**config.mk**
```make
export PLATFORM = sky130hd
export DESIGN_NAME = bac_mulq
export DESIGN_NICKNAME = d
export VERILOG_FILES = /design/src/rtl/core/bac_pkg.sv /design/src/rtl/core/bac_mulq.sv
export SDC_FILE = /design/constraint.sdc
export NUM_CORES = 2
export LEC_CHECK = 0
export BUFFER_PORTS_ARGS = -buffer_cell sky130_fd_sc_hd__clkbuf_2
export CAP_MARGIN = 40
export CELL_PAD_IN_SITES_DETAIL_PLACEMENT = 0
export CELL_PAD_IN_SITES_GLOBAL_PLACEMENT = 1
export CORE_AREA = 2 2 702 425
export CTS_BUF_LIST = sky130_fd_sc_hd__clkbuf_16
export CTS_CLUSTER_SIZE = 14
export DETAILED_ROUTE_END_ITERATION = 8
export DIE_AREA = 0 0 704 427
export PLACE_DENSITY_LB_ADDON = 0.08
export REMOVE_ABC_BUFFERS = 1
export SLEW_MARGIN = 20
export SYNTH_ARGS = -nofsm -noshare
export SYNTH_HDL_FRONTEND = slang
export SYNTH_SLANG_ARGS = --single-unit
```
**constraint.sdc**
```tcl
create_clock -name clk -period 8.3 [get_ports clk]
set_input_delay 0.83 -clock clk [delete_from_list [all_inputs] [get_ports clk]]
set_output_delay 0.83 -clock clk [all_outputs]
set_load 0.01 [all_outputs]
```
**src/rtl/core/bac_pkg.sv**
```systemverilog
// ----------------------------------------------------------------------------
// bac_pkg
// Shared types, constants and step functions for the arc control point block.
// ----------------------------------------------------------------------------
package bac_pkg;

  localparam int ANGLE_BITS   = 16;
  localparam int CORDIC_STEPS = 30;
  localparam int DIV_BITS     = 53;
  localparam int MUL_LAT      = 4;
  localparam int MUL_AW       = 57;
  localparam int MUL_BW       = 32;
  localparam int MUL_PW       = 58;
  localparam int MUL_LO       = 28;
  localparam int UNIT_SHIFT   = 30;
  localparam int LAT = (CORDIC_STEPS + 1) + 1 + (DIV_BITS + 1) + 1
                     + 3 * (MUL_LAT + 1);

  localparam logic signed [33:0] CORDIC_X0 = 34'sd652032874;
  localparam logic [DIV_BITS-1:0] HANDLE_MAX = {1'b1, {(DIV_BITS-1){1'b0}}};

  localparam logic [1:0] QUAD0 = 2'd0;
  localparam logic [1:0] QUAD1 = 2'd1;
  localparam logic [1:0] QUAD2 = 2'd2;

  localparam logic [31:0] ATAN_TABLE [CORDIC_STEPS] = '{
    32'h20000000, 32'h12E4051E, 32'h09FB385B, 32'h051111D4, 32'h028B0D43,
    32'h0145D7E1, 32'h00A2F61E, 32'h00517C55, 32'h0028BE53, 32'h00145F2F,
    32'h000A2F98, 32'h000517CC, 32'h00028BE6, 32'h000145F3, 32'h0000A2FA,
    32'h0000517D, 32'h000028BE, 32'h0000145F, 32'h00000A30, 32'h00000518,
    32'h0000028C, 32'h00000146, 32'h000000A3, 32'h00000051, 32'h00000029,
    32'h00000014, 32'h0000000A, 32'h00000005, 32'h00000003, 32'h00000001
  };

  typedef struct packed {
    logic signed [33:0] x;
    logic signed [33:0] y;
    logic signed [32:0] z;
    logic [1:0]         quad;
  } cord_t;

  typedef struct packed {
    logic signed [33:0] cs;
    logic signed [33:0] sn;
  } sincos_t;

  typedef struct packed {
    logic signed [33:0] rc;
    logic signed [33:0] rs;
    logic signed [33:0] sc;
    logic signed [33:0] ss;
  } trig_t;

  typedef struct packed {
    logic signed [31:0] cx;
    logic signed [31:0] cy;
    logic [30:0]        rad;
  } side_t;

  typedef struct packed {
    logic [34:0]          rem;
    logic [DIV_BITS-1:0]  nlow;
    logic [34:0]          ud;
    logic [DIV_BITS-1:0]  q;
    logic                 ovf;
    logic                 neg;
  } div_t;

  function automatic cord_t cord_step(cord_t c, logic [4:0] i);
    cord_t n;
    n = c;
    if (!c.z[32]) begin
      n.x = c.x - (c.y >>> i);
      n.y = c.y + (c.x >>> i);
      n.z = c.z - 33'(ATAN_TABLE[i]);
    end else begin
      n.x = c.x + (c.y >>> i);
      n.y = c.y - (c.x >>> i);
      n.z = c.z + 33'(ATAN_TABLE[i]);
    end
    return n;
  endfunction

  function automatic sincos_t fold(cord_t c);
    sincos_t s;
    case (c.quad)
      QUAD0: begin
        s.cs = c.x;
        s.sn = c.y;
      end
      QUAD1: begin
        s.cs = -c.y;
        s.sn = c.x;
      end
      QUAD2: begin
        s.cs = -c.x;
        s.sn = -c.y;
      end
      default: begin
        s.cs = c.y;
        s.sn = -c.x;
      end
    endcase
    return s;
  endfunction

  function automatic div_t div_step(div_t d);
    div_t       n;
    logic [35:0] rem2;
    n = d;
    rem2 = {d.rem, d.nlow[DIV_BITS-1]};
    if (rem2 >= {1'b0, d.ud}) begin
      n.rem = 35'(rem2 - {1'b0, d.ud});
      n.q   = {d.q[DIV_BITS-2:0], 1'b1};
    end else begin
      n.rem = rem2[34:0];
      n.q   = {d.q[DIV_BITS-2:0], 1'b0};
    end
    n.nlow = d.nlow << 1;
    return n;
  endfunction

endpackage

```
**src/rtl/core/bac_mulq.sv**
```systemverilog
// ----------------------------------------------------------------------------
// bac_mulq
// Signed multiply, product shifted right and rounded half away from zero.
// Four register stages: magnitudes, split partial products, sum, sign.
// ----------------------------------------------------------------------------
module bac_mulq (
  input  logic                             clk,
  input  logic                             en,
  input  logic signed [bac_pkg::MUL_AW-1:0] a,
  input  logic signed [bac_pkg::MUL_BW-1:0] b,
  output logic signed [bac_pkg::MUL_PW-1:0] p
);
  import bac_pkg::*;

  localparam int LOW_W = MUL_LO + MUL_BW;
  localparam int HI_W  = MUL_AW - MUL_LO + MUL_BW;
  localparam int SUM_W = HI_W + MUL_LO + 1;
  localparam logic [SUM_W-1:0] ROUND = SUM_W'(1) << (UNIT_SHIFT - 1);

  logic              neg1_r, neg2_r, neg3_r;
  logic [MUL_AW-1:0] am_r;
  logic [MUL_BW-1:0] bm_r;
  logic [LOW_W-1:0]  plo_r;
  logic [HI_W-1:0]   phi_r;
  logic [SUM_W-1:0]  sum_r;
  logic [MUL_PW-1:0] p_r;
  logic [MUL_PW-1:0] val;

  assign val = MUL_PW'(sum_r >> UNIT_SHIFT);
  assign p   = p_r;

  always_ff @(posedge clk) begin
    if (en) begin
      neg1_r <= a[MUL_AW-1] ^ b[MUL_BW-1];
      am_r   <= a[MUL_AW-1] ? MUL_AW'(-a) : MUL_AW'(a);
      bm_r   <= b[MUL_BW-1] ? MUL_BW'(-b) : MUL_BW'(b);
      neg2_r <= neg1_r;
      plo_r  <= LOW_W'(am_r[MUL_LO-1:0]) * LOW_W'(bm_r);
      phi_r  <= HI_W'(am_r[MUL_AW-1:MUL_LO]) * HI_W'(bm_r);
      neg3_r <= neg2_r;
      sum_r  <= {1'b0, phi_r, {MUL_LO{1'b0}}} + SUM_W'(plo_r) + ROUND;
      p_r    <= neg3_r ? -val : val;
    end
  end

endmodule

```
# Yosys cells after proc, flatten, opt, wreduce, memory -nomap -nowiden
# Cells that the tools add are included.
[totals]
ff_bits = 358
inputBits = 91
out_inout_bits = 58
word_cells = 22
[classes]
n_addsub = 5
n_mul = 2
muxes = 3
bitwise_logic = 1
[ops]
columns = ["op", "count"]
rows = [
  ["88-bit by 30-bit adder with 88-bit output (second input constant)", 1],
  ["88-bit by 60-bit adder with 88-bit output", 1],
  ["28-bit by 32-bit multiplier with 60-bit output", 1],
  ["29-bit by 32-bit multiplier with 60-bit output", 1],
  ["58-bit 2-to-1 mux", 1],
  ["58-bit negation", 1],
  ["57-bit negation", 1],
  ["56-bit 2-to-1 mux", 1],
  ["32-bit negation", 1],
  ["31-bit 2-to-1 mux", 1],
  ["1-bit XOR", 1],
]

# Logic depth before layout (Yosys ltp)
[logic_depth]
word_depth = 2
mapped_depth = 29
mapped_depth_nobuf = 27

# Worst setup path after synthesis
# OpenSTA, ideal clock, no wires.
[synth_timing]
path_kind = "flip-flop to flip-flop"
from = "register bm_r[29]"
to = "register phi_r[59] (data pin)"
setup_time_ns = 0.260
arrival_time_ns = 7.327
t_required_ns = 8.040
path_slack_ns = 0.713
path_stages_with_launch = 27
path_buffers = 2
period_less_slack_ns = 7.587
path_cell_list = "edfxtp_1 -> clkbuf_1 -> clkbuf_1 -> nand2_1 -> fa_1 -> inv_1 -> fa_1 -> fa_1 -> inv_1 -> fa_1 -> inv_1 -> fa_1 -> fa_1 -> fa_1 -> inv_1 -> fa_1 -> inv_1 -> ha_1 -> and4_1 -> a211o_1 -> a31o_2 -> nor2b_1 -> a21boi_0 -> a311o_1 -> a41oi_1 -> o21ai_0 -> xnor2_1"
[synth_via]
elab_chain_len = 1
[synth_rtl]
columns = ["item", "line_no", "source"]
rows = [
  ["start, declared", "bac_mulq.sv:22", "logic [MUL_BW-1:0] bm_r;"],
  ["start signal, assigned", "bac_mulq.sv:36", "bm_r <= b[MUL_BW-1] ? MUL_BW'(-b) : MUL_BW'(b);"],
  ["29-bit by 32-bit multiplier with 60-bit output", "bac_mulq.sv:39", "phi_r <= HI_W'(am_r[MUL_AW-1:MUL_LO]) * HI_W'(bm_r);"],
  ["end signal, assigned", "bac_mulq.sv:39", ""],
  ["end, declared", "bac_mulq.sv:24", "logic [HI_W-1:0] phi_r;"],
]
# Every way passes these cells.
# A chain may end at the register's enable or synchronous reset.

# Worst setup path after layout
[layout_timing]
from = "register bm_r[12]"
to = "register phi_r[44] (data pin)"
# Same word-level chain as after synthesis.

==> summary.txt <==
Clock network
  – CTS Buf Count: 36
  – CTS root buffer: clkbuf_16
  – Clock transition at path regs: 70 ps
  – CTS tree: yes
  – Clk sink count: 300
  – CTS Hold Bufs: 0
  – Worst-Skew Late Latency: 690 ps
  – H-tree Lvls: 2
  – CTS Buffer Depth: 3

STA
  – Slew of the pin with the lowest slew margin: 977 ps
  – Final Critical Period: 8060 ps
  – Max-Slew Margin vs Limit: 0.348
  – Slew Viols, Final: 0
  – Worst Skew: 81.9 ps
  – Peak Freq: 124 MHz
  – Hold Vio Cnt, Final: 0
  – Final setup fails: 0
  – Final worst-path cycle share: 0.971
  – Setup WS post-layout: 237 ps
  – Worst hold slack: 422 ps

Worst setup path
  – CP arrival: 8440 ps
  – Reg-to-Reg End: phi_r[44]
  – CP max-delay cell: fa_2
  – Max stage delay on crit path: 740 ps
  – Worst-path fanout max: 14
  – Worst EP required: 8680 ps
  – R2R cell count: 29
  – Crit-path most repeated cell: fa_1
  – Worst R2R Start: bm_r[12]
  – Critical path startpoint category: flop
  – CP Class: flop to flop
  – Reg2reg setup slack: 240 ps
  – CP Capture Type: flop

Final layout
  – # fillers: 31352
  – Final net count: 10260
  – Fraction of layout cells with a size suffix above 1: 0.106
  – Design area: 0.0841 sq mm
  – Register area: 0.00901 sq mm
  – Layout area overhead: 14.9%
  – Multi-input combinational cell area: 0.0564 sq mm

Detailed routing
  – Avg WL per Cell: 24.3 um
  – Drt pass-1 iters: 5
  – Routed wire length: 292000 um
  – # DRC: 0
  – Vias per std cell: 4.43
  – Drt first-iter violations: 4370
  – Total number of vias: 53326
  – Antenna viol nets, final: 0

Global route
  – Vias in the first global route: 57327
  – Largest net degree at the start of global routing: 89
  – Gr ovfl total: 0
  – Antenna violations before repair: 48
  – Gr usage total: 0.195
  – First-pass GRT wire length: 425000 um

Synthesis
  – Top cells by count, synth: 1763 x inv_1, 1582 x fa_1, 1127 x nand2_1, 845 x and2_1, 518 x ha_1
  – Post-synthesis sequential area ratio: 0.123
  – Synth top area cells: fa_1 43%, edfxtp_1 12%, inv_1 9.0%, ha_1 8.9%, and2_1 7.2%
  – Post-Syn Instances: 7769
  – Post-synth top area cell: fa_1
  – Number of synthesized flops with an enable pin: 300
  – Top-count cell post-synth: inv_1
  – Post-Synthesis Cell Area: 0.0732 sq mm
  – Seq cells post-synth: 300
  – Yosys warns: 0
  – Yosys cell types: 78
  – Asr flop ratio synth: 0
  – Share of the synthesized area in the top cell type: 0.433
  – Commonest register cell after synthesis: edfxtp_1
  – Mapped Avg Cell Area: 9.42 sq um

Floorplan
  – Die Width: 704 um
  – Core area: 0.295 sq mm
  – DIE AREA: 0.301 sq mm
  – I/O pins: 149
  – Starting density of the core: 0.248
  – Rows: 155
  – Die height: 427 um

Placement
  – Area post-placement: 0.0820 sq mm
  – # port buffers: 148
  – Placer Congestion: 0.830
  – Post-place setup slack: -213 ps
  – DP HPWL: 239000 um

Job
  – Max-cap violations: 0

Min path
  – Worst Hold Path Cells: 0
  – Hold Path Class: flop to flop
  – HP Start: neg1_r
  – Worst Hold Endpoint: neg2_r

Run status
  – Status: finished, final reports clean
[what timing repair did]
item	in CTS	in global routing
buffers inserted	11	19
gates resized for setup	14	121
pin swaps	1	22
endpoints found under the setup margin	19	41
gates cloned	0	2
[area by class of cell]
type,count,area share
Antenna cell,10,0.000298
Clock buffer,36,0.0107
Clock inverter,28,0.00448
Inverter,1763,0.0787
Multi-Input combinational cell,5287,0.670
Sequential cell,300,0.107
Tap cell,3925,0.0584
Timing Repair Buffer,681,0.0699
[worst max path at each step]
stage / start / end / slack [ps] / depth (start not counted)
after detailed placement: bm_r[14] / phi_r[56] / -210 / 26
after floorplan: bm_r[29] / phi_r[59] / 390 / 24
after global placement: am_r[30] / phi_r[58] / -180 / 27
after global routing: am_r[39] / phi_r[55] / -0.4 / 26
final: bm_r[12] / phi_r[44] / 240 / 29
after CTS: bm_r[15] / phi_r[54] / 6 / 26
[cell families after synthesis]
group / after synthesis / share of synthesized area
adders and majority gates: 2100 / 0.521
muxes: 1 / 0.000137
DFF: 300 / 0.123
xor gates and xnor gates: 286 / 0.0342
AOI/OAI and AO/OA: 557 / 0.0497
buffers and inverters: 2182 / 0.112
and+or+nand+nor: 2343 / 0.160
[layer usage]
metal  vias to the layer above  routed length (um)  share of wire  GRT usage
li1                      23837                   -              -          -
met1                     27748              170000           0.58      0.346
met2                      1620               93000           0.32      0.222
met3                       107               26600          0.091     0.0569
met4                        14                1980         0.0068     0.0139
met5                         -                  85        0.00029          0
[layout by cell type (no fill, tap or decap), types with 54 or more instances in the layout]
cell type / n
o21ai_0: 118
inv_1: 1761
edfxtp_1: 300
nand2_1: 1127
a21o_1: 61
buf_4: 424
xor2_1: 54
ha_1: 511
a21oi_1: 129
xnor2_1: 228
buf_12: 71
and2_1: 844
fa_1: 1552
nor2_1: 75
clkbuf_2: 147
[flip-flops by register name, summed over array words and instances, names as in the netlist]
| signal | cells |
|---|---|
| bm_r | 32 |
| plo_r | 32 |
| neg2_r | 1 |
| neg3_r | 1 |
| sum_r | 58 |
| phi_r | 60 |
| am_r | 57 |
| p | 58 |
| neg1_r | 1 |
[critical path, delay by kind of cell, from the launching register on]
family                   cells  cell delay [ps]
adder cells (fa/ha/maj)      9             4470
buffers and inverters       10             1150
AO/OA/AOI/OAI                6              910
AND/OR/NAND/NOR              3              640
flip-flops                   1              450
XOR/XNOR                     1              150
[metrics by stage]
stage / instances / setup TNS [ps] / util
floorplan: 7350 / 0 / -
global placement: 11918 / -961 / 0.278
detailed placement: 11924 / -1720 / 0.278
CTS: 11999 / 0 / 0.283
global route: 12021 / -0.400 / 0.285
finish: 12030 / 0 / 0.285
Power is not shown: default switching activity piles up to over one toggle a cycle in this logic, so the estimate is an artifact.
